--- src/sv/hed_pkg.sv ---
`timescale 1ns / 1ps
// Shared types and constants of the HTML character entity decoder.
// Depends on nothing; every file of the block but hed_ram imports it.
package hed_pkg;

  localparam int unsigned HOLD_DEPTH_DEF = 32;
  localparam int unsigned NUM_NAMES = 6;

  localparam logic [7:0] AMP_CHAR  = 8'h26;
  localparam logic [7:0] SEMI_CHAR = 8'h3B;
  localparam logic [7:0] HASH_CHAR = 8'h23;
  localparam logic [7:0] DIG0_CHAR = 8'h30;
  localparam logic [7:0] DIG9_CHAR = 8'h39;
  localparam logic [5:0] ALL_NAMES = 6'h3F;

  // Names in priority order: nbsp, quot, amp, apos, lt, gt.
  localparam logic [7:0] NAME_TEXT [NUM_NAMES][4] = '{
    '{8'h6E, 8'h62, 8'h73, 8'h70},
    '{8'h71, 8'h75, 8'h6F, 8'h74},
    '{8'h61, 8'h6D, 8'h70, 8'h00},
    '{8'h61, 8'h70, 8'h6F, 8'h73},
    '{8'h6C, 8'h74, 8'h00, 8'h00},
    '{8'h67, 8'h74, 8'h00, 8'h00}
  };
  localparam logic [2:0] NAME_LEN [NUM_NAMES] = '{3'd4, 3'd4, 3'd3, 3'd4, 3'd2, 3'd2};
  localparam logic [7:0] NAME_CHAR [NUM_NAMES] = '{
    8'h20, 8'h22, 8'h26, 8'h27, 8'h3C, 8'h3E
  };

  typedef enum logic [3:0] {
    MODE_IDLE   = 4'b0001,
    MODE_NAME   = 4'b0010,
    MODE_DIGITS = 4'b0100,
    MODE_TAIL   = 4'b1000
  } mode_e;

  typedef enum logic [2:0] {
    SEQ_IDLE = 3'b001,
    SEQ_REL  = 3'b010,
    SEQ_TAIL = 3'b100
  } seq_e;

  typedef enum logic [1:0] {
    TAIL_NONE = 2'd0,
    TAIL_BYTE = 2'd1,
    TAIL_NUM  = 2'd2
  } tail_e;

  typedef struct packed {
    mode_e       mode;
    logic [31:0] value;
    logic        digit_seen;
    logic [5:0]  cand;
    logic [2:0]  pos;
  } parse_t;

  localparam parse_t IDLE_PARSE = '{
    mode: MODE_IDLE, value: 32'd0, digit_seen: 1'b0, cand: ALL_NAMES, pos: 3'd0
  };

  // What one accepted word causes: release of the held bytes, then a tail; or holding of the byte.
  typedef struct packed {
    logic        rel;
    tail_e       tail;
    logic [31:0] tail_val;
    logic        hold;
  } step_act_t;

  typedef struct packed {
    logic [7:0] in_byte;
    logic       end_of_text;
  } in_word_t;

  typedef struct packed {
    logic [7:0] out_byte;
    logic       last_in_run;
    logic       text_done;
  } out_word_t;

endpackage

--- src/sv/html_entity_decoder.sv ---
`timescale 1ns / 1ps
// A plain byte or a decoded named entity is in the output register in the cycle after its
// word is accepted; plain text runs at one word per cycle unless the output stalls.
// Bytes of an open entity are taken one per cycle, output permitting, and yield no word.
// A release reads the held-byte RAM once per byte; a numeric entity yields up to 4 bytes;
// no word is taken meanwhile. Reset is asynchronous, active low, and clears the parser and
// output valid; the RAM is not cleared. Depends on hed_pkg, hed_step and hed_ram.
module html_entity_decoder import hed_pkg::*; #(
  parameter int unsigned HoldDepth = HOLD_DEPTH_DEF
) (
  input  logic      clk_i,
  input  logic      rst_ni,
  input  logic      in_valid_i,
  output logic      in_ready_o,
  input  in_word_t  in_word_i,
  output logic      out_valid_o,
  input  logic      out_ready_i,
  output out_word_t out_word_o
);

  localparam int unsigned CntW = $clog2(HoldDepth + 1);
  localparam int unsigned IdxW = $clog2(HoldDepth);

  seq_e            seq_q, seq_d;
  parse_t          parse_q, parse_d;
  logic [CntW-1:0] cnt_q, cnt_d;
  step_act_t       act;

  logic [CntW-1:0] rel_n_q, rel_n_d;
  logic [IdxW-1:0] idx_q, idx_d;
  tail_e           tail_kind_q, tail_kind_d;
  logic [31:0]     tail_val_q, tail_val_d;
  logic            eot_q, eot_d;

  logic            out_valid_q;
  out_word_t       out_word_q, out_d;
  logic            out_load;
  logic            out_free;
  logic            accept;

  logic [IdxW-1:0] rd_addr;
  logic [7:0]      rd_data;
  logic [7:0]      rel_byte;
  logic            rel_last;
  logic            tail_last;
  logic            no_tail;

  assign out_free   = !out_valid_q || out_ready_i;
  assign in_ready_o = (seq_q == SEQ_IDLE) && out_free;
  assign accept     = in_valid_i && in_ready_o;

  hed_step #(.HoldDepth(HoldDepth)) u_step (
    .st_i   (parse_q),
    .cnt_i  (cnt_q),
    .byte_i (in_word_i.in_byte),
    .eot_i  (in_word_i.end_of_text),
    .st_o   (parse_d),
    .cnt_o  (cnt_d),
    .act_o  (act)
  );

  hed_ram #(.Width(8), .Depth(HoldDepth)) u_hold_ram (
    .clk_i   (clk_i),
    .we_i    (accept && act.hold),
    .waddr_i (cnt_q[IdxW-1:0]),
    .wdata_i (in_word_i.in_byte),
    .raddr_i (rd_addr),
    .rdata_o (rd_data)
  );

  assign rel_byte  = (idx_q == '0) ? AMP_CHAR : rd_data;
  assign rel_last  = ((CntW'(idx_q) + CntW'(1)) == rel_n_q);
  assign no_tail   = (tail_kind_q == TAIL_NONE);
  assign tail_last = (tail_kind_q == TAIL_BYTE) || (tail_val_q[15:8] == 8'd0);

  always_comb begin
    seq_d       = seq_q;
    rel_n_d     = rel_n_q;
    idx_d       = idx_q;
    tail_kind_d = tail_kind_q;
    tail_val_d  = tail_val_q;
    eot_d       = eot_q;
    out_load    = 1'b0;
    out_d       = out_word_q;
    // The read address runs one step ahead so that the RAM output matches idx_q.
    rd_addr     = idx_q;

    case (seq_q)
      SEQ_IDLE: begin
        if (accept) begin
          rel_n_d     = cnt_q;
          idx_d       = '0;
          tail_kind_d = act.tail;
          tail_val_d  = act.tail_val;
          eot_d       = in_word_i.end_of_text;
          if (act.rel) begin
            seq_d = SEQ_REL;
          end else if (act.tail == TAIL_NUM) begin
            seq_d = SEQ_TAIL;
          end else if (act.tail == TAIL_BYTE) begin
            out_load = 1'b1;
            out_d    = '{out_byte: act.tail_val[7:0], last_in_run: 1'b1,
                         text_done: in_word_i.end_of_text};
          end
        end
      end
      SEQ_REL: begin
        if (out_free) begin
          out_load = 1'b1;
          out_d    = '{out_byte: rel_byte, last_in_run: rel_last && no_tail,
                       text_done: rel_last && no_tail && eot_q};
          if (rel_last) begin
            seq_d = no_tail ? SEQ_IDLE : SEQ_TAIL;
          end else begin
            idx_d   = idx_q + IdxW'(1);
            rd_addr = idx_q + IdxW'(1);
          end
        end
      end
      SEQ_TAIL: begin
        if (out_free) begin
          out_load = 1'b1;
          out_d    = '{out_byte: tail_val_q[7:0], last_in_run: tail_last,
                       text_done: tail_last && eot_q};
          if (tail_last) begin
            seq_d = SEQ_IDLE;
          end else begin
            tail_val_d = tail_val_q >> 8;
          end
        end
      end
      default: begin
        seq_d = SEQ_IDLE;
      end
    endcase
  end

  always_ff @(posedge clk_i or negedge rst_ni) begin
    if (!rst_ni) begin
      seq_q       <= SEQ_IDLE;
      parse_q     <= IDLE_PARSE;
      cnt_q       <= '0;
      out_valid_q <= 1'b0;
    end else begin
      seq_q <= seq_d;
      if (accept) begin
        parse_q <= parse_d;
        cnt_q   <= cnt_d;
      end
      if (out_load) begin
        out_valid_q <= 1'b1;
      end else if (out_ready_i) begin
        out_valid_q <= 1'b0;
      end
    end
  end

  always_ff @(posedge clk_i) begin
    rel_n_q     <= rel_n_d;
    idx_q       <= idx_d;
    tail_kind_q <= tail_kind_d;
    tail_val_q  <= tail_val_d;
    eot_q       <= eot_d;
    if (out_load) begin
      out_word_q <= out_d;
    end
  end

  assign out_valid_o = out_valid_q;
  assign out_word_o  = out_word_q;

endmodule

--- src/sv/hed_ram.sv ---
`timescale 1ns / 1ps
// Generic single-write, single-read RAM with a registered read port.
// No dependencies.
module hed_ram #(
  parameter int unsigned Width = 8,
  parameter int unsigned Depth = 32,
  localparam int unsigned AddrW = $clog2(Depth)
) (
  input  logic             clk_i,
  input  logic             we_i,
  input  logic [AddrW-1:0] waddr_i,
  input  logic [Width-1:0] wdata_i,
  input  logic [AddrW-1:0] raddr_i,
  output logic [Width-1:0] rdata_o
);

  logic [Width-1:0] mem_q [Depth];
  logic [Width-1:0] rdata_q;

  always_ff @(posedge clk_i) begin
    if (we_i) begin
      mem_q[waddr_i] <= wdata_i;
    end
    rdata_q <= mem_q[raddr_i];
  end

  assign rdata_o = rdata_q;

endmodule

--- src/sv/hed_step.sv ---
`timescale 1ns / 1ps
// Parser next-state logic: decides for one input word what is held, released
// and emitted. Depends on hed_pkg.
module hed_step import hed_pkg::*; #(
  parameter int unsigned HoldDepth = HOLD_DEPTH_DEF,
  localparam int unsigned CntW = $clog2(HoldDepth + 1)
) (
  input  parse_t          st_i,
  input  logic [CntW-1:0] cnt_i,
  input  logic [7:0]      byte_i,
  input  logic            eot_i,
  output parse_t          st_o,
  output logic [CntW-1:0] cnt_o,
  output step_act_t       act_o
);

  logic [5:0]  term;
  logic [5:0]  keep;
  logic [7:0]  term_char;
  logic [31:0] val_next;
  logic        full;
  logic        is_digit;

  always_comb begin
    term_char = NAME_CHAR[0];
    for (int i = 0; i < NUM_NAMES; i++) begin
      term[i] = st_i.cand[i] && (NAME_LEN[i] == st_i.pos) && (byte_i == SEMI_CHAR);
      keep[i] = st_i.cand[i] && (NAME_LEN[i] != st_i.pos) && (st_i.pos < 3'd4) &&
                (NAME_TEXT[i][st_i.pos[1:0]] == byte_i);
    end
    // The earliest terminated name wins.
    for (int i = NUM_NAMES - 1; i >= 0; i--) begin
      if (term[i]) begin
        term_char = NAME_CHAR[i];
      end
    end
  end

  assign full     = (cnt_i == CntW'(HoldDepth));
  assign is_digit = byte_i inside {[DIG0_CHAR:DIG9_CHAR]};
  assign val_next = (st_i.value << 3) + (st_i.value << 1) + {24'd0, byte_i - DIG0_CHAR};

  always_comb begin
    logic from_idle;
    logic opened;
    from_idle = 1'b0;
    opened    = 1'b0;
    st_o      = st_i;
    cnt_o     = cnt_i;
    act_o     = '{rel: 1'b0, tail: TAIL_NONE, tail_val: 32'd0, hold: 1'b0};

    case (st_i.mode)
      MODE_IDLE: begin
        from_idle = 1'b1;
      end
      MODE_NAME: begin
        if (st_i.pos == 3'd0 && byte_i == HASH_CHAR) begin
          act_o.hold      = 1'b1;
          cnt_o           = cnt_i + CntW'(1);
          st_o.mode       = MODE_DIGITS;
          st_o.value      = 32'd0;
          st_o.digit_seen = 1'b0;
        end else if (term != 6'd0) begin
          act_o.tail     = TAIL_BYTE;
          act_o.tail_val = {24'd0, term_char};
          st_o           = IDLE_PARSE;
          cnt_o          = '0;
        end else if (keep != 6'd0) begin
          act_o.hold = 1'b1;
          cnt_o      = cnt_i + CntW'(1);
          st_o.cand  = keep;
          st_o.pos   = st_i.pos + 3'd1;
        end else begin
          act_o.rel = 1'b1;
          from_idle = 1'b1;
        end
      end
      MODE_DIGITS, MODE_TAIL: begin
        if (st_i.mode == MODE_DIGITS && is_digit) begin
          if (full) begin
            act_o.rel = 1'b1;
            from_idle = 1'b1;
          end else begin
            act_o.hold      = 1'b1;
            cnt_o           = cnt_i + CntW'(1);
            st_o.value      = val_next;
            st_o.digit_seen = 1'b1;
          end
        end else if (st_i.mode == MODE_TAIL ||
                     (st_i.digit_seen && st_i.value != 32'd0)) begin
          if (byte_i == SEMI_CHAR) begin
            act_o.tail     = TAIL_NUM;
            act_o.tail_val = st_i.value;
            st_o           = IDLE_PARSE;
            cnt_o          = '0;
          end else if (full) begin
            act_o.rel = 1'b1;
            from_idle = 1'b1;
          end else begin
            act_o.hold = 1'b1;
            cnt_o      = cnt_i + CntW'(1);
            st_o.mode  = MODE_TAIL;
          end
        end else begin
          act_o.rel = 1'b1;
          from_idle = 1'b1;
        end
      end
      default: begin
        from_idle = 1'b1;
      end
    endcase

    if (from_idle) begin
      st_o = IDLE_PARSE;
      if (byte_i == AMP_CHAR) begin
        // The ampersand is never written: held entry zero is always one.
        st_o.mode = MODE_NAME;
        cnt_o     = CntW'(1);
        opened    = 1'b1;
      end else begin
        cnt_o          = '0;
        act_o.tail     = TAIL_BYTE;
        act_o.tail_val = {24'd0, byte_i};
      end
    end

    // At the end of the text anything still held goes out raw, this word last, unless it closes the entity.
    if (eot_i) begin
      if (act_o.hold) begin
        act_o.hold     = 1'b0;
        act_o.rel      = 1'b1;
        act_o.tail     = TAIL_BYTE;
        act_o.tail_val = {24'd0, byte_i};
      end else if (opened) begin
        act_o.tail     = TAIL_BYTE;
        act_o.tail_val = {24'd0, byte_i};
      end
      st_o  = IDLE_PARSE;
      cnt_o = '0;
    end
  end

endmodule

--- config.mk ---
export PLATFORM = sky130hd
export DESIGN_NAME = html_entity_decoder
export DESIGN_NICKNAME = d
export VERILOG_FILES = /design/src/sv/hed_pkg.sv /design/src/sv/html_entity_decoder.sv /design/src/sv/hed_ram.sv /design/src/sv/hed_step.sv
export SDC_FILE = /design/constraint.sdc
export NUM_CORES = 1
export LEC_CHECK = 0
export ABC_AREA = 0
export BUFFER_PORTS_ARGS = -buffer_cell sky130_fd_sc_hd__buf_2
export CORE_MARGIN = 3
export CORE_UTILIZATION = 35
export CTS_BUF_LIST = sky130_fd_sc_hd__clkbuf_8
export DETAILED_ROUTE_END_ITERATION = 10
export MAX_ROUTING_LAYER = met4
export PLACE_DENSITY_LB_ADDON = 0.05
export SLEW_MARGIN = 20
export SYNTH_ARGS = -nofsm -noshare
export SYNTH_HDL_FRONTEND = slang
export SYNTH_SLANG_ARGS = --single-unit
--- constraint.sdc ---
create_clock -name clk_i -period 3.4 [get_ports clk_i]
set_input_delay 0.17 -clock clk_i [delete_from_list [all_inputs] [get_ports clk_i]]
set_output_delay 0.17 -clock clk_i [all_outputs]
set_load 0.01 [all_outputs]
# ---- After elaboration in Yosys (flattened, before gate mapping)
# Memories as Yosys holds them, arrays and structs flattened. A register that Yosys moved wholly into a read port is not among the register bits.
# Cells that the tools add are included.
dict set report word_totals {
  input_bits 13
  wordCells 259
  reg_bits 112
  ramBits 256
  n_memories 1
}
dict set report op_classes {
  eq_ne 47
  order_cmp 4
  bitwise 1
  muxes 116
  n_reduce_logical 67
  addsub 7
}
# name words word_bits read_ports rd_ports_with_merged_regs wr line
set memory_table {}
lappend memory_table {u_hold_ram.mem_q 32 8 1 1 1 hed_ram.sv:17} ;# logic [Width-1:0] mem_q [Depth];
# operator count
set op_table {}
lappend op_table {{two-way mux 34 bit} 6}
lappend op_table {{two-way mux 8 bit} 18}
lappend op_table {{two-way mux 46 bit} 3}
lappend op_table {{two-way mux 33 bit} 3}
lappend op_table {{binary-select mux 8 bit (select 2 bit)} 6}
lappend op_table {{two-way mux 32 bit} 3}
lappend op_table {{case mux 46 bit (2 select lines)} 1}
lappend op_table {{two-way mux 37 bit} 2}
lappend op_table {{case mux 36 bit (2 select lines)} 1}
lappend op_table {{two-way mux 35 bit} 2}
lappend op_table {{case mux 32 bit (2 select lines)} 1}
lappend op_table {{two-way mux 10 bit} 6}
lappend op_table {{two-way mux 6 bit} 9}
lappend op_table {{equality test 8 bit} 6}
lappend op_table {{two-way mux 42 bit} 1}
lappend op_table {{logical AND 1 bit} 40}
lappend op_table {{two-way mux 36 bit} 1}
lappend op_table {{two-way mux 9 bit} 4}
lappend op_table {{adder 32 bit} 1}
lappend op_table {{adder 32 x 8 -> 32 bit} 1}
lappend op_table {{nonzero test 32 bit} 1}
lappend op_table {{case mux 10 bit (3 select lines)} 1}
lappend op_table {{two-way mux 1 bit} 26}
lappend op_table {{two-way mux 5 bit} 5}
lappend op_table {{56 further kinds} 94}

# ---- Longest topological paths before layout
# Gate-level depths: netlist of the first run.
dict set report logic_depth {
  ltp_word 24
  ltp_mapped 18
}

# ---- Hierarchy
# Synthesis of the first run repeated with hierarchy kept, for this count alone.
dict set report unflattened {
  hier_cells 1374
  area_unflattened_um2 19267.2
}
# mod cells_each area_per_inst_um2 instances
set modules_own_cells {}
lappend modules_own_cells {hed_ram 417 10053.4 1}
lappend modules_own_cells {html_entity_decoder 342 4961.0 1}
lappend modules_own_cells {hed_step 615 4252.8 1}

# ---- Worst setup path before layout of the first run
# Ideal clock, no wire load.
dict set report synth_path {
  path_type {register to register}
  startpoint {reg idx_q[0]}
  endpoint {reg u_hold_ram.rdata_q[0], in the netlist u_hold_ram.rdata_o[0] (read register of u_hold_ram.mem_q)}
  synth_period_minus_slack_ns 3.817
  path_stages_with_launch 16
  t_arrival_ns 3.675
  slack_ns -0.417
  required_time_ns 3.258
  path_cell_list {edfxtp_1 > buf_4 > inv_1 > clkbuf_1 > clkbuf_1 > ha_1 > clkbuf_1 > xor2_1 > nor2_1 > nand4_1 > o211ai_1 > xor2_2 > a211oi_1 > a32oi_1 > o221ai_1 > a221oi_1}
}
dict set report synth_via {
  elab_chain_len 5
  elab_cells_between_ends 6
  classes_between {add/sub (2); eq/ne (1); mux (3)}
}
# item line
set synth_rtl {}
lappend synth_rtl {{start: declaration} html_entity_decoder.sv:30} ;# logic [IdxW-1:0] idx_q, idx_d;
lappend synth_rtl {{start signal: assignment} html_entity_decoder.sv:160} ;# idx_q <= idx_d;
lappend synth_rtl {{adder 5 x 1 -> 6 bit} html_entity_decoder.sv:72} ;# assign rel_last = ((CntW'(idx_q) + CntW'(1)) == rel_n_q);
lappend synth_rtl {{equality test 6 bit} html_entity_decoder.sv:72}
lappend synth_rtl {{two-way mux 5 bit (2 in series)} n/a}
lappend synth_rtl {{two-way mux 5 bit (*)} html_entity_decoder.sv:88} ;# case (seq_q)
lappend synth_rtl {{end: declaration} hed_ram.sv:18} ;# logic [Width-1:0] rdata_q;
# Every way passes the cells marked *; elsewhere a longest branch is shown, timed or not.
# A chain may end at the register's enable or synchronous reset.

# ---- Worst setup path after layout of the first run
dict set report layout_path {
  startpoint {reg parse_q[0] (netlist bit)}
  endpoint {reg parse_q[4] (netlist bit)}
}
dict set report layout_via {
  elab_chain_len 13
  elab_cells_between_ends 83
  classes_between {order compare (1); eq/ne (17); mux (28); bitwise (1); reduce/logical (36)}
}
# item line
set layout_rtl {}
lappend layout_rtl {{start: declaration} html_entity_decoder.sv:25} ;# parse_t parse_q, parse_d;
lappend layout_rtl {{start signal: assignment} html_entity_decoder.sv:147} ;# parse_q <= parse_d;
lappend layout_rtl {{inverter 2 -> 3 bit (implied by the code)} hed_step.sv:29} ;# (NAME_TEXT[i][st_i.pos[1:0]] == byte_i);
lappend layout_rtl {{binary-select mux 8 bit (select 2 bit)} hed_step.sv:29}
lappend layout_rtl {{two-way mux 8 bit (implied by the code) (2 in series)} hed_step.sv:29}
lappend layout_rtl {{equality test 8 bit} hed_step.sv:29}
lappend layout_rtl {{logical AND 1 bit} hed_step.sv:28} ;# keep[i] = st_i.cand[i] && (NAME_LEN[i] != st_i.pos) && (st_i.pos < 3'd4) &&
lappend layout_rtl {{nonzero test 6 bit} hed_step.sv:68} ;# end else if (keep != 6'd0) begin
lappend layout_rtl {{two-way mux 1 bit} hed_step.sv:68}
lappend layout_rtl {{two-way mux 1 bit} hed_step.sv:63} ;# end else if (term != 6'd0) begin
lappend layout_rtl {{two-way mux 1 bit} hed_step.sv:57} ;# if (st_i.pos == 3'd0 && byte_i == HASH_CHAR) begin
lappend layout_rtl {{case mux 1 bit (2 select lines)} hed_step.sv:52} ;# case (st_i.mode)
lappend layout_rtl {{!= test 5 x 2 -> 1 bit (no line) (tied with other cells)} n/a}
lappend layout_rtl {{AND reduction 7 bit (no line) or two-way mux 46 bit (tied branches)} n/a}
# Several ways; a longest one is shown, not always the timed one. The select of a mux whose other input is x is not followed.

==> flow_summary.json, run 1 <==
{
  "arrival_time_of_data_at_the_critical_path_endpoint_ns": 4.14,
  "vdd.ir_drop.worst_mv": 0.281,
  "antenna_left": 0,
  "layout-drive-gt1-share_pct": 26.6,
  "timing.clock.skew_ns": 0.0476,
  "yosys.cell_count.top_type": "sky130_fd_sc_hd__edfxtp_1",
  "yosysTopAreaCellShare_pct": 47.1,
  "use_met2_pct": 34.6,
  "clk-insertion-delay-late_ns": 0.65,
  "multi_input_combinational_cell_area_um2": 9100,
  "global_route.usage.met3_pct": 2.94,
  "switching_share_pct": 34.5,
  "number_of_register_bits_inferred_by_synthesis": 376,
  "power.density_cell_area_nw_per_um2": 623,
  "final_net_count": 2076,
  "timing.fmax_ghz": 0.279,
  "synthDominantAreaCellType": "sky130_fd_sc_hd__edfxtp_1",
  "clkSlewWorstSetupHoldPaths_ns": 0.05,
  "fin_crit_ns": 3.58,
  "leakage_nw": 9.75,
  "floorplan.die.height_um": 244,
  "design.core.area_um2": 55600,
  "netSwitchingPower_mw": 5.46,
  "met1_use_gr_pct": 28.4,
  "internal-power_mw": 10.4,
  "grt_setup_unrepaired": "true",
  "timing.critical_path.fanout_max": 6,
  "failed_checks": "setup timing",
  "antenna_found_initial": 1,
  "synthesis.area_per_instance_um2": 11.5,
  "grt_util_all_layers_pct": 21.6,
  "post-layout-total-power_mw": 15.8,
  "worstRegToRegCells": 11,
  "postSynth.topFlopCell": "sky130_fd_sc_hd__edfxtp_1",
  "placed_cell_area_um2": 22500,
  "final.period_utilization_pct": 105,
  "cpMostUsedCell": "sky130_fd_sc_hd__or4_4",
  "drt_first_pass_iters": 5,
  "start_util_pct": 35.7,
  "worst_slew_margin_rel_pct": 31.3,
  "floorplan.io_pins": 25,
  "number_of_nets_in_the_synthesized_netlist": 1815,
  "crit_path_cell_trace": "ha_2, ha_4, or4b_4, or4_4, o22ai_2, a211oi_2, buf_4, nor3b_4, or4_4, o2111ai_4, mux2_2",
  "placement.setup.worst_slack_ns": -0.653,
  "cts-buffers-inserted": 70,
  "area.growth.synth_to_final_pct": 27.8,
  "endpoint_kind": "flop",
  "placement.io_buffers": 24,
  "worst_setup_path_startpoint": "parse_q[0]",
  "finalWeightedCongestion": 0.841,
  "timing.final.ws_setup_ns": -0.183,
  "power.sequential.fraction_pct": 37.1,
  "grt_pass1_vias": 15400,
  "yosysWarnings": 0,
  "min-delay-path-class": "input pin to asynchronous set/reset pin",
  "detailedPlacementHpwl_um": 42100,
  "synth-async-reset-ratio_pct": 14.9,
  "die-width_um": 244,
  "global_route_wire_length_before_repair_um": 95600,
  "final-seq-area_um2": 10900,
  "post_synthesis_cells": 1727,
  "final_util_pct": 45.6,
  "timing_max_transition_violations_final": 0,
  "synth_area_leaders": "sky130_fd_sc_hd__edfxtp_1 (47%), sky130_fd_sc_hd__dfrtp_1 (6.0%), sky130_fd_sc_hd__mux2i_1 (5.8%)",
  "drt-total-wl_um": 63400,
  "cts_num_sinks": 376,
  "cts_tree": "yes",
  "timing.reg2reg.setup_slack_ns": -0.18,
  "timing.critical_path.slowest_cell_delay_ns": 0.58,
  "synth-edff-count": 312,
  "drt-vias-per-instance": 5.46,
  "drt_iter0_drc": 1064,
  "final_routed_wire_length_divided_by_cell_count_um": 22.7,
  "drt_drc_violations_left": 0,
  "power.combinational.fraction_pct": 35.1,
  "cts-htree-levels": 3,
  "synth_common_cells": "sky130_fd_sc_hd__edfxtp_1 (312), sky130_fd_sc_hd__nand2_1 (196), sky130_fd_sc_hd__mux2i_1 (116), sky130_fd_sc_hd__o21ai_0 (116), sky130_fd_sc_hd__nor2_1 (100)",
  "grt_start_max_net_pins": 97,
  "buffer_depth_of_the_longest_clock_path": 3,
  "mappedNetlistArea_um2": 19900,
  "worst-endpoint-required_ns": 3.95,
  "rows": 86,
  "critPathLaunchType": "flop",
  "crit_slowest_cell": "sky130_fd_sc_hd__or4_4",
  "maxCapViolations": 0,
  "grt_overflow_total": 0,
  "post_synth_num_cell_types": 83,
  "ctsRootBufferMaster": "sky130_fd_sc_hd__clkbuf_8",
  "synth_seq_area_share_pct": 55.0,
  "pwr-share-clk_pct": 27.8,
  "setup.worst_path.class": "flop to flop",
  "reg2reg_from": "parse_q[0]",
  "globalRoute.busiestLayer": "met2",
  "route.vias.total": 15200,
  "design_area_um2": 25400,
  "die_area_um2": 59700,
  "final.fill_count": 5242,
  "status": "finished, violations left",
  "finalSetupViolCount": 198,
  "worst_setup_path_endpoint": "parse_q[4]",
  "worst_slew_pin_slew_ns": 1.03,
  "hold_violation_total_from_the_final_report": 0,
  "worst_r2r_endpoint": "parse_q[4]"
}
-- power by group through the flow --
stage | Sequential (mW) | Combinational [mW] | Clock [mW]
after floorplan | 5.82 | 2.92 | 0
after global placement | 5.96 | 4.96 | 0
after detailed placement | 5.95 | 4.96 | 0
after CTS | 5.86 | 5.42 | 4.54
after global routing | 5.91 | 5.98 | 4.75
final | 5.87 | 5.55 | 4.40
-- per-stage QoR --
stage,TNS (ns),hold WS (ns),instances
floorplan,-5.59,-0.126,1727
global placement,-116.70,0.207,2609
detailed placement,-122.52,0.210,2609
CTS,-6.08,0.0229,2775
global route,-48.07,0.0827,2791
finish,-7.47,0.0826,2791
-- worst min path at each step --
stage,to,slack (ns),startpoint,cells past startpoint
after floorplan,cnt_q[0],-0.13,rst_ni,0
after global placement,parse_q[41],0.21,rst_ni,1
after detailed placement,parse_q[40],0.21,rst_ni,1
after CTS,parse_q[5],0.02,in_word_i[8],5
after global routing,parse_q[5],0.08,in_word_i[8],5
final,parse_q[34],0.08,rst_ni,2
-- layout by cell type (no fill, tap or decap), types with 15 or more instances in the layout --
master                     count
sky130_fd_sc_hd__edfxtp_1    312
sky130_fd_sc_hd__buf_4       191
sky130_fd_sc_hd__nand2_1     189
sky130_fd_sc_hd__mux2i_1     111
sky130_fd_sc_hd__o21ai_0      84
sky130_fd_sc_hd__clkbuf_8     75
sky130_fd_sc_hd__nor2_1       67
sky130_fd_sc_hd__inv_1        63
sky130_fd_sc_hd__ha_1         62
sky130_fd_sc_hd__nand3_1      61
sky130_fd_sc_hd__o221ai_1     49
sky130_fd_sc_hd__dfrtp_1      48
sky130_fd_sc_hd__a21oi_1      42
sky130_fd_sc_hd__buf_12       34
sky130_fd_sc_hd__nor2_4       33
sky130_fd_sc_hd__o21ai_1      29
sky130_fd_sc_hd__nor3_1       28
sky130_fd_sc_hd__o211ai_1     28
sky130_fd_sc_hd__xnor2_1      26
sky130_fd_sc_hd__o22ai_1      26
sky130_fd_sc_hd__or3_1        26
sky130_fd_sc_hd__buf_6        25
sky130_fd_sc_hd__xor2_1       24
sky130_fd_sc_hd__buf_2        24
sky130_fd_sc_hd__a21o_1       20
sky130_fd_sc_hd__and3_1       19
sky130_fd_sc_hd__a32oi_1      15
-- kinds of logic (layout without fill, tap and decap cells) --
family | Yosys count | in the layout | synth area share, %
XOR/XNOR | 54 | 54 | 2.42
adder cells (fa/ha/maj) | 75 | 75 | 4.95
multiplexers | 135 | 135 | 7.39
AND/OR/NAND/NOR | 508 | 508 | 12.1
buffers and inverters | 148 | 463 | 3.00
AO/OA/AOI/OAI | 431 | 431 | 15.1
flip-flops | 376 | 376 | 55.0
other | 0 | 1 | 0
-- flip-flops by register name, indices dropped and copies added, names as in the netlist --
name and count:
tail_val_q 32, out_word_o 10, parse_q 46, cnt_q 6, rel_n_q 6, tail_kind_q 2
u_hold_ram.mem_q 256, idx_q 5, out_valid_o 1, seq_q 3, eot_q 1, u_hold_ram.rdata_o 8
-- worst max-delay path: cells and delay by family (launching register included) --
kind	cells	cell delay [ns]
AOI/OAI and AO/OA	3	0.54
adders and majority gates	2	0.38
buffers and inverters	1	0.14
DFF	1	0.41
muxes	1	0.38
and+or+nand+nor	4	1.65
-- layout make-up --
type | count | area share [%]
flip-flops and latches | 376 | 43.1
multi-input cells | 1203 | 35.9
repair buffers | 290 | 11.2
clock buffers | 75 | 4.07
well taps | 748 | 3.69
clock inverters | 51 | 1.40
inverters | 47 | 0.695
diodes | 1 | 0.00985
-- timing repair --
item	CTS	global route
pin swaps	44	32
setup buffers	31	15
cloned	6	3
resized for setup	153	63
hold endpoints to repair	35	0
hold buffers	3	0
endpoints found under the setup margin	338	330
-- per-layer routing --
metal  up-vias  share of wire, %
li1       7215                 -
met1      7623                45
met2       323                48
met3        84               4.0
met4         0               2.6
met5         -                 0
(Power assumes the default switching activity.)
==> run 2, diff against run 1 <==
--- a/config.mk
+++ b/config.mk
@@ -5,7 +5,7 @@
 export SDC_FILE = /design/constraint.sdc
 export NUM_CORES = 1
 export LEC_CHECK = 0
-export ABC_AREA = 0
+export ABC_AREA = 1
 export BUFFER_PORTS_ARGS = -buffer_cell sky130_fd_sc_hd__buf_2
 export CORE_MARGIN = 3
 export CORE_UTILIZATION = 35
==> flow_summary.json, run 2 <==
{
  "power.combinational.fraction_pct": 31.4,
  "synthesis.area_per_instance_um2": 9.01,
  "most-common-layout-cells": "sky130_fd_sc_hd__nand2_1 (570), sky130_fd_sc_hd__nand3_1 (365), sky130_fd_sc_hd__edfxtp_1 (312), sky130_fd_sc_hd__inv_1 (290), sky130_fd_sc_hd__buf_4 (118)",
  "worst-endpoint-required_ns": 3.73,
  "final_routed_wire_length_divided_by_cell_count_um": 19.9,
  "final_util_pct": 40.9,
  "internal-power_mw": 9.18,
  "timing_max_transition_violations_final": 0,
  "route.met3.wl_um": 2890,
  "grt_start_max_net_pins": 67,
  "start_util_pct": 35.5,
  "postSynth.topFlopCell": "sky130_fd_sc_hd__edfxtp_1",
  "rows": 88,
  "timing.clock.skew_ns": 0.0369,
  "layoutNonFillerInstCount": 3229,
  "cts_tree": "yes",
  "switching_share_pct": 37.4,
  "timing.setup.tns_ns": 0,
  "final.period_utilization_pct": 92.5,
  "ctsRootBufferMaster": "sky130_fd_sc_hd__clkbuf_8",
  "number_of_flip_flops_under_the_largest_register_name": 256,
  "mappedNetlistArea_um2": 20500,
  "finalWeightedCongestion": 0.903,
  "worst_slew_margin_rel_pct": 56.2,
  "number_of_nets_in_the_synthesized_netlist": 2367,
  "detailedPlacementHpwl_um": 43600,
  "timing.hold.ws_ns": 0.0685,
  "drt_iter0_drc": 1037,
  "netSwitchingPower_mw": 5.50,
  "timing.critical_path.fanout_max": 8,
  "layout-drive-gt1-share_pct": 12.6,
  "worst_slew_pin_slew_ns": 0.657,
  "drt_drc_violations_left": 0,
  "largest-register": "u_hold_ram.mem_q",
  "clk-insertion-delay-late_ns": 0.66,
  "timing.reg2reg.setup_slack_ns": 0.26,
  "cts_num_sinks": 376,
  "grt_pass1_vias": 16500,
  "fin_crit_ns": 3.14,
  "timing.fmax_ghz": 0.318,
  "buffer_depth_of_the_longest_clock_path": 3,
  "area.growth.synth_to_final_pct": 15.1,
  "floorplan.die.height_um": 248,
  "global_route_wire_length_before_repair_um": 98600,
  "post-layout-total-power_mw": 14.7,
  "antenna_found_initial": 2,
  "design.core.area_um2": 57800,
  "hold_violation_total_from_the_final_report": 0,
  "die_area_um2": 61600,
  "synth_common_cells": "sky130_fd_sc_hd__nand2_1 (574), sky130_fd_sc_hd__nand3_1 (365), sky130_fd_sc_hd__edfxtp_1 (312)",
  "place_inst": 3094,
  "status": "completed",
  "arrival_time_of_data_at_the_critical_path_endpoint_ns": 3.47,
  "critPathLaunchType": "flop",
  "placement.setup.worst_slack_ns": 0.0473,
  "antenna_left": 0,
  "endpoint_kind": "flop",
  "wl_met2_um": 30400,
  "synth_area_leaders": "sky130_fd_sc_hd__edfxtp_1 (46%), sky130_fd_sc_hd__nand2_1 (10%), sky130_fd_sc_hd__nand3_1 (8.9%)",
  "synthDominantAreaCellType": "sky130_fd_sc_hd__edfxtp_1",
  "maxCapViolations": 0,
  "mostFrequentLayoutCell": "sky130_fd_sc_hd__nand2_1",
  "grt_util_all_layers_pct": 21.8,
  "setup.worst_path.class": "flop to flop",
  "finalSetupViolCount": 0,
  "drt-met1-wl_um": 29100,
  "clkSlewWorstSetupHoldPaths_ns": 0.06,
  "floorplan.io_pins": 25,
  "placement.io_buffers": 24,
  "grt_overflow_total": 0,
  "topRoutingLayerUsed": "met4",
  "post_synth_num_cell_types": 60,
  "cts-buffers-inserted": 71,
  "synth-async-reset-ratio_pct": 14.9,
  "design_area_um2": 23600,
  "drt-vias-per-instance": 5.08,
  "drt_first_pass_iters": 5,
  "timing.final.ws_setup_ns": 0.256,
  "min-delay-path-class": "input pin to asynchronous set/reset pin",
  "yosys.cell_count.top_type": "sky130_fd_sc_hd__nand2_1",
  "synth_seq_area_share_pct": 53.3,
  "vdd.ir_drop.worst_mv": 0.359,
  "final_net_count": 2496,
  "cts-htree-levels": 3,
  "number_of_register_bits_inferred_by_synthesis": 376,
  "die-width_um": 248,
  "power.density_cell_area_nw_per_um2": 621,
  "drt-total-wl_um": 64100,
  "leakage_nw": 10.3,
  "pwr-share-clk_pct": 28.1,
  "top_regs": "u_hold_ram.mem_q: 256 flops, parse_q: 46 flops, tail_val_q: 32 flops",
  "synth-edff-count": 312,
  "grt_setup_unrepaired": "false",
  "final.fill_count": 5931,
  "post_synthesis_cells": 2279,
  "yosysTopAreaCellShare_pct": 45.6,
  "placed_cell_area_um2": 22200,
  "power.sequential.fraction_pct": 40.5,
  "yosysWarnings": 0,
  "route.vias.total": 16400
}
[run 2: cell count changes after synthesis, sizes merged, moves of 24 or more]
| cell | change |
|---|---|
| inv | +226 |
| o211ai | -24 |
| nand2 | +384 |
| mux2i | -116 |
| o22ai | -27 |
| buf | +48 |
| o21ai | -39 |
| o221ai | -47 |
| nand3b | +36 |
| nand4 | +50 |
| or3 | -27 |
| nor2 | +26 |
| clkbuf | -46 |
| nand3 | +306 |
[run 2: what timing repair did]
item	4_1_cts	5_1_grt
endpoints found under the hold margin	43	0
endpoints found under the setup margin	0	301
hold buffers	3	0
buffers inserted	0	2
resized for setup	0	13
[run 2: path summary, 6_finish.rpt]
check                                          end    startpoint  cells past startpoint
min in group clk_i                     parse_q[11]  in_word_i[2]                      4
max reg2reg                u_hold_ram.mem_q[18][3]    parse_q[0]                     18
min reg2reg                            parse_q[45]   parse_q[45]                      2
min                                    parse_q[40]        rst_ni                      2
max                        u_hold_ram.mem_q[18][3]    parse_q[0]                     18
max in group asynchronous               parse_q[8]        rst_ni                      3
[run 2: power by group through the flow]
stage	sequential, mW	clock [mW]	combinational (mW)
floorplan	5.95	0	2.92
global placement	6.03	0	4.61
detailed placement	6.03	0	4.61
CTS	5.95	4.27	4.63
global route	5.99	4.48	5.18
finish	5.94	4.13	4.61
[run 2: cells by family after synthesis]
kind of cell             synth area share, %
flip-flops                              53.3
adder cells (fa/ha/maj)                 4.79
XOR/XNOR                                1.28
AND/OR/NAND/NOR                         27.1
AO/OA/AOI/OAI                           5.88
buffers and inverters                   7.65
[run 2: critical path: stages, from the launching register on]
cell	delay, ns
sky130_fd_sc_hd__dfrtp_1	0.37
sky130_fd_sc_hd__buf_4	0.16
sky130_fd_sc_hd__ha_1	0.20
sky130_fd_sc_hd__ha_1	0.22
sky130_fd_sc_hd__nor2_1	0.12
sky130_fd_sc_hd__nand2_2	0.10
sky130_fd_sc_hd__nor4_2	0.22
sky130_fd_sc_hd__nand2_1	0.10
sky130_fd_sc_hd__nand3_1	0.11
sky130_fd_sc_hd__nor2_1	0.11
sky130_fd_sc_hd__nand2_1	0.08
sky130_fd_sc_hd__nand2_1	0.06
sky130_fd_sc_hd__nand2_2	0.10
sky130_fd_sc_hd__nand2_2	0.09
sky130_fd_sc_hd__nor2_4	0.17
sky130_fd_sc_hd__nand2_1	0.12
sky130_fd_sc_hd__buf_12	0.16
sky130_fd_sc_hd__nor2_1	0.12
sky130_fd_sc_hd__buf_4	0.20
[run 2: layout make-up]
| cell class | count | area (um2) | area share (%) |
|---|---|---|---|
| well taps | 765 | 957 | 4.05 |
| clock buffers | 75 | 1030 | 4.37 |
| inverters | 275 | 1030 | 4.37 |
| diodes | 2 | 5.00 | 0.0212 |
| repair buffers | 159 | 1330 | 5.61 |
| flip-flops and latches | 376 | 10900 | 46.3 |
| clock inverters | 52 | 259 | 1.10 |
| multi-input cells | 1525 | 8070 | 34.2 |
[run 2: metal layers]
metal / track usage, % / vias up
li1: - / 8032
met3: 3.35 / 101
met5: - / -
met2: 35.4 / 386
met1: 28.0 / 7897
met4: 7.42 / 0
